## src/design/spsc_pkg.sv

```systemverilog
package spsc_pkg;

    localparam int STACK_DEPTH = 1024;
    localparam int ADDR_W      = $clog2(STACK_DEPTH);
    localparam int SIZE_W      = ADDR_W + 1;
    localparam int VAL_W       = 12;
    localparam int CAP_W       = 11;

    typedef logic [VAL_W-1:0]  t_val;
    typedef logic [SIZE_W-1:0] t_size;
    typedef logic [ADDR_W-1:0] t_addr;
    typedef logic [CAP_W-1:0]  t_cap;

    typedef struct packed {
        logic  we;
        t_addr waddr;
        t_val  wdata;
        logic  re;
        t_addr raddr;
    } t_ram_req;

    typedef struct packed {
        logic valid;
        logic accepted;
    } t_result;

endpackage

```

## src/design/spsc_ctrl.sv

```systemverilog
module spsc_ctrl (
    input  logic               i_clk,
    input  logic               i_rst_n,
    input  logic               i_in_valid,
    output logic               o_in_stall,
    input  spsc_pkg::t_val     i_pop_value,
    input  logic               i_last_item,
    input  spsc_pkg::t_size    i_cap,
    input  logic               i_out_free,
    output spsc_pkg::t_result  o_result,
    output spsc_pkg::t_ram_req o_ram_req,
    input  spsc_pkg::t_val     i_ram_rdata
);
    import spsc_pkg::*;

    typedef enum logic [4:0] {
        ST_INIT   = 5'b00001,
        ST_IDLE   = 5'b00010,
        ST_RUN    = 5'b00100,
        ST_LOAD   = 5'b01000,
        ST_RESULT = 5'b10000
    } t_state;

    t_state r_state, n_state;
    t_val   r_top, n_top;
    t_size  r_size, n_size;
    t_val   r_next, n_next;
    logic   r_failed, n_failed;
    t_val   r_val, n_val;
    logic   r_last, n_last;

    t_state   done_state;
    t_val     push_val;
    t_size    below_top;
    logic     top_lt;
    logic     top_eq;

    assign push_val   = r_next + t_val'(1);
    assign below_top  = r_size - t_size'(2);
    assign top_lt     = r_top < r_val;
    assign top_eq     = r_top == r_val;
    assign done_state = r_last ? ST_RESULT : ST_IDLE;
    assign o_in_stall = r_state != ST_IDLE;

    always_comb begin
        n_state   = r_state;
        n_top     = r_top;
        n_size    = r_size;
        n_next    = r_next;
        n_failed  = r_failed;
        n_val     = r_val;
        n_last    = r_last;
        o_ram_req = '0;
        o_result  = '0;
        unique case (r_state)
            ST_INIT: begin
                // reseed the bottom entry with the value 1
                o_ram_req.we    = 1'b1;
                o_ram_req.waddr = '0;
                o_ram_req.wdata = t_val'(1);
                n_top    = t_val'(1);
                n_size   = t_size'(1);
                n_next   = t_val'(1);
                n_failed = 1'b0;
                n_state  = ST_IDLE;
            end
            ST_IDLE: begin
                if (i_in_valid) begin
                    n_val  = i_pop_value;
                    n_last = i_last_item;
                    if (r_failed || (i_pop_value < r_top)) begin
                        n_failed = 1'b1;
                        n_state  = i_last_item ? ST_RESULT : ST_IDLE;
                    end else begin
                        n_state = ST_RUN;
                    end
                end
            end
            ST_RUN: begin
                if (top_lt) begin
                    if (r_size >= i_cap) begin
                        n_failed = 1'b1;
                        n_state  = done_state;
                    end else begin
                        o_ram_req.we    = 1'b1;
                        o_ram_req.waddr = r_size[ADDR_W-1:0];
                        o_ram_req.wdata = push_val;
                        n_top  = push_val;
                        n_size = r_size + t_size'(1);
                        n_next = push_val;
                    end
                end else if (r_size > i_cap) begin
                    n_failed = 1'b1;
                    n_state  = done_state;
                end else if (top_eq) begin
                    if (r_size == t_size'(1)) begin
                        // stack runs empty: push the next number at the bottom
                        o_ram_req.we    = 1'b1;
                        o_ram_req.waddr = '0;
                        o_ram_req.wdata = push_val;
                        n_top   = push_val;
                        n_next  = push_val;
                        n_state = done_state;
                    end else begin
                        o_ram_req.re    = 1'b1;
                        o_ram_req.raddr = below_top[ADDR_W-1:0];
                        n_size  = r_size - t_size'(1);
                        n_state = ST_LOAD;
                    end
                end else begin
                    n_state = done_state;
                end
            end
            ST_LOAD: begin
                n_top   = i_ram_rdata;
                n_state = done_state;
            end
            ST_RESULT: begin
                if (i_out_free) begin
                    o_result.valid    = 1'b1;
                    o_result.accepted = !r_failed;
                    n_state           = ST_INIT;
                end
            end
            default: begin
                n_state = ST_INIT;
            end
        endcase
    end

    always_ff @(posedge i_clk) begin
        if (!i_rst_n) begin
            r_state  <= ST_INIT;
            r_failed <= 1'b0;
        end else begin
            r_state  <= n_state;
            r_failed <= n_failed;
        end
    end

    always_ff @(posedge i_clk) begin
        r_top  <= n_top;
        r_size <= n_size;
        r_next <= n_next;
        r_val  <= n_val;
        r_last <= n_last;
    end

endmodule

```

## config.mk

```make
export PLATFORM = sky130hd
export DESIGN_NAME = spsc_ctrl
export DESIGN_NICKNAME = d
export VERILOG_FILES = /design/src/design/spsc_pkg.sv /design/src/design/spsc_ctrl.sv
export SDC_FILE = /design/constraint.sdc
export NUM_CORES = 1
export LEC_CHECK = 0
export ABC_AREA = 1
export ABC_CLOCK_PERIOD_IN_PS = 2700
export BUFFER_PORTS_ARGS = -buffer_cell sky130_fd_sc_hd__buf_4
export CORE_UTILIZATION = 49
export CTS_CLUSTER_DIAMETER = 50
export DETAILED_ROUTE_END_ITERATION = 7
export GPL_TIMING_DRIVEN = 0
export PLACE_DENSITY = 0.81
export SLEW_MARGIN = 20
export SYNTH_ARGS = -nofsm -noshare
export SYNTH_HDL_FRONTEND = slang
export SYNTH_SLANG_ARGS = --single-unit
```

## constraint.sdc

```tcl
create_clock -name i_clk -period 2.7 [get_ports i_clk]
set_input_delay 0.27 -clock i_clk [delete_from_list [all_inputs] [get_ports i_clk]]
set_output_delay 0.27 -clock i_clk [all_outputs]
set_load 0.05 [all_outputs]
```

Word level (Yosys, flattened, before mapping)
Cells that the tools add are included.
Storage, ports and cells
  register bits: 54
  bits of input ports: 40
  output and inout port bits: 37
  word-level logic and storage cells: 85
Operators by class
  add/sub/neg operators: 4
  magnitude comparators: 4
  equal/unequal tests: 18
  mux-type cells: 41
  reductions and logical operators: 11
Operators with widths (number)
  $mux 11: 8
  $mux 23: 3
  $mux 34: 2
  $mux 12: 5
  $mux 5: 10
  $pmux 23 s2: 1
  $pmux 12 s3: 1
  $pmux 5 s5: 1
  $lt 12x12->1: 2
  $pmux 12 s2: 1
  $pmux 11 s2: 1
  $ne 3x3->1 const B: 7
  $reduce_and 5->1: 4
  $add 12x1->12 const B: 1
  $eq 12x12->1: 1
  $add 11x1->11 const B: 1
  $eq 11x1->1 const B: 1
  $ge 11x11->1: 1
  $gt 11x11->1: 1
  $sub 11x1->11 const B: 1
  $sub 10x2->10 const B: 1
  $ne 2x2->1 const B: 3
  $reduce_bool 3->1: 2
  $eq 5x1->1 const B: 1
  13 further kinds: 18

Longest topological paths before layout
  word-level depth: 6
  gate-level depth with buffers: 17
  mapped depth without buffers: 16

Least setup slack after synthesis
Ideal clock, no wire load.
  path kind: register -> output
  start: register r_top[11]
  end: output o_ram_req[11] (netlist bit)
  data arrival time: 2.538 ns
  data required time: 2.430 ns
  slack: -0.108 ns
  stages on the path, launching flop included: 10
  path buffers: 0
  cell sequence: edfxtp_1 > ha_1 > a21o_1 > nor2_1 > nand2_1 > nor2_4 > inv_4 > nand2_1 > o21ai_2 > o21ai_0
RTL lines
  from (decl): RTL line spsc_ctrl.sv:25  | t_val r_top, n_top;
  from (signal assigned): RTL line spsc_ctrl.sv:142  | r_top <= n_top;
  to (decl): RTL line spsc_ctrl.sv:11  | output spsc_pkg::t_ram_req o_ram_req,

==> summary.md <==
| Metric | Value |
|---|---|
| Slew @ Worst Pin | 741.8 ps |
| R2r setup slk | 90 ps |
| Bufs on Longest Clock Path | 2 |
| Placer Congestion | 0.9019 |
| Final core occ | 0.7183 |
| Synth top area cells | edfxtp_1 36%, ha_1 13%, nand2_1 10%, inv_1 9.3%, nor2_1 6.2% |
| Synth area leader | edfxtp_1 |
| # H-tree levels | 2 |
| Fill count | 526 |
| Fmax | between 300 and 400 MHz |
| Worst setup path start | r_size[4] |
| Family with the most delay on the worst path | simple AND/OR/NAND/NOR gates |
| Post-synth cell types | 38 |
| Vias per cell | 5.449 |
| WP data required | 2430 ps |
| Slowest cell delay on critical path | 470 ps |
| Pwr dens | ~870 nW/um2 |
| Number of remaining DRC errors | 0 |
| Fin. max-slew vios | 0 |
| DIE AREA | 8479 um2 |
| Mapped Nets | ~590 |
| Setup crit start kind | flip-flop |
| Final hold slack | 146.1 ps |
| Failing checks | negative setup slack |
| Final wirelength | 11,340 um |
| Critical path endpoint category | output pin |
| Die width | 92.08 um |
| Worst EP arrival | 2450 ps |
| Max-Cap Viols | 0 |
| Final antenna-violating net count | 0 |
| Worst Setup EP | o_ram_req[13] |
| CTS Sinks | 54 |
| Setup CP Type | reg -> out |
| Slew HR | 0.5049 |
| Hold WC Path Type | in -> reg |
| Reg2reg path depth | 13 |
| HPWL reported at the end of detailed placement | 7649 um |
| Initial drt markers | ~260 |
| Layout Skew | about 13 ps |
| Vias post-DR | between 3,000 and 4,000 |
| Clock buffer count from CTS | 5 |
| Site row count | 32 |
| Worst path bufs/invs | 4 |
| DRT Pass-1 Iters | 5 |
| Synth Instances | 510 |
| LEAKAGE | ~2.6 nW |
| Hold wc startpoint | i_pop_value[6] |
| Levels on crit path | 12 |
| FF-to-FF Start | r_top[9] |
| Post-route minimum period | ~2700 ps |
| Layout cell share with drive strength beyond 1 | 0.3546 |
| Initial antenna violation count | 0 |
| Outcome | finished, violations left |
| Drt wl/cell | 15.57 um |
| Pre-CTS setup slack | -169.1 ps |
| Remaining Overflow, GRT | 0 |
| FF+latch count, synth | 54 |
| Reg clk slew, reported paths | around 100 ps |
| Die height | ~90 um |
| Area share of the largest cell type after synthesis | 0.3625 |
| Post-Syn Area per Cell | 7.797 um2 |
| Initial Util | 0.5093 |
| Pin count of the biggest net entering global routing | 17 |
| Mapped Area | 3976 um2 |
| Slack of the critical path | -17.21 ps |
| FF-to-FF End | r_size[9] |
| Syn-to-layout area delta | 41.03% |
| N_diodes | 0 |
| Sequential area share after synthesis | 0.3927 |
| I/O pin cnt | 77 |
| Total track usage | 0.2351 |
| # setup viols final | 2 |
| Worst VDD drop | 384.3 uV |
| I/O Buffers | 76 |
| Ys Warns | 0 |
| Number of global-route vias before repair | 3,536 |
| Clock latency at the later pin of the worst-skew pair | 310 ps |
| Final Hold Fails | 0 |
| Peak fanout along the critical path | 7 |
| Core Area | between 7000 and 8000 um2 |
| Tcrit/Tclk final | 1.006 |
| CTS tree | yes |
| RSZ-0062 raised after global routing | yes |
| Worst-path cell chain | ha_4 > nand2_1 > inv_1 > nand2_2 > nor2_4 > nand2_2 > nand4_1 > inv_2 > o21ai_4 > buf_6 > nor2_2 > buf_6 |
| Nets@finish | 707 |
| Final Power | 4.888 mW |
| First-pass GRT wire length | around 16,000 um |
| CP max stage cell | edfxtp_1 |
| Root Buffer | clkbuf_8 |
==> per-layer routing <==
metal	track usage	share of wire
met5	0	0
met4	0.07161	0.037
met3	0.04229	0.072
met2	0.4241	0.51
met1	0.2831	0.38
==> placed cells by master, fill, tap and decap left out, types with 23 or more instances in the layout <==
cell type  instances
nand2_1           93
nor2_2            23
edfxtp_1          48
buf_6             35
inv_1             89
buf_4             74
nor2_1            37
a21oi_1           27
ha_1              29
nand3_1           23
==> worst min-delay path by stage <==
| stage | to | slack, ps | cells past startpoint |
|---|---|---|---|
| 2_1_floorplan | r_state[0] | 340 | 1 |
| 4_1_cts | r_val[6] | 140 | 1 |
| 6_report | r_val[6] | 150 | 1 |
| 3_5_place_dp | r_val[6] | 460 | 1 |
| 3_3_place_gp | r_val[7] | 460 | 1 |
| 5_1_grt | r_val[6] | 140 | 1 |
==> synth_stat cells, drive strengths merged <==
| master | number |
|---|---|
| nor2 | 74 |
| xnor2 | 1 |
| inv | 102 |
| nor3 | 11 |
| buf | 5 |
| a21oi | 34 |
| o21bai | 1 |
| xor2 | 5 |
| edfxtp | 48 |
| nor4 | 3 |
| a211oi | 1 |
| o211ai | 2 |
| o21ai | 26 |
| nand4 | 5 |
| nand2 | 109 |
| or2 | 2 |
| nand3 | 26 |
| nand3b | 3 |
| o21a | 1 |
| dfxtp | 6 |
| ha | 41 |
| a21o | 1 |
| clkbuf | 2 |
| and3 | 1 |
==> layout make-up <==
class,instances,area (um2),share of cell area
flip-flops and latches,54,1562,0.2784
well taps,102,127.6,0.02276
plain buffers,7,67.56,0.01205
clock buffers,5,68.82,0.01227
clock inverters,2,15.01,0.002677
repair buffers,109,974.7,0.1738
multi-input cells,347,2396,0.4273
inverters,102,396.6,0.07073
==> metrics by stage <==
stage / instances / instance area (um2) / setup TNS [ps]
after floorplan: 510 / 3976 / -887.5
after global placement: 688 / 4674 / -15040
after detailed placement: 690 / 4695 / -2025
after CTS: 713 / 4982 / -367.2
after global routing: 728 / 5608 / -2231
final: 728 / 5608 / -26.73
==> repair_timing <==
action,in CTS,in global routing
setup endpoints to repair,39,61
gates cloned,0,2
resized for setup,22,122
hold buffers,0,0
pin swaps,4,30
setup buffers,16,13
==> cells by family (layout without fill, tap and decap cells) <==
logic type | count (synthesis) | after routing | synth area share
compound gates | 66 | 66 | 0.08874
xor+xnor | 6 | 6 | 0.01322
fa+ha+maj | 41 | 41 | 0.1290
buf+inv | 109 | 225 | 0.1089
flops | 54 | 54 | 0.3927
simple gates | 234 | 234 | 0.2675
==> power by group <==
part | leakage (nW) | total [mW] | internal [mW] | switching (mW)
Sequential | 0.519 | 1.53 | 1.29 | 0.237
Clock | 0.0362 | 0.448 | 0.178 | 0.271
Combinational | 2.03 | 2.91 | 1.10 | 1.81
==> flip-flops by register name, indices dropped and copies added, names as in the netlist <==
register	count
r_top	12
r_last	1
r_val	12
r_state	5
r_next	12
r_size	11
r_failed	1
==> worst register-to-register path: stages (launching register included) <==
cell      delay, ps
edfxtp_1        450
ha_4            280
a21oi_2         140
nor2_1           50
nor2_1          100
nand2_1         100
nor2_4          170
buf_6           140
nor2_4           50
buf_4           130
inv_1            70
nor2_1           80
a211oi_4        340
buf_4           240
No activity file was read; power rests on OpenSTA's default activity.
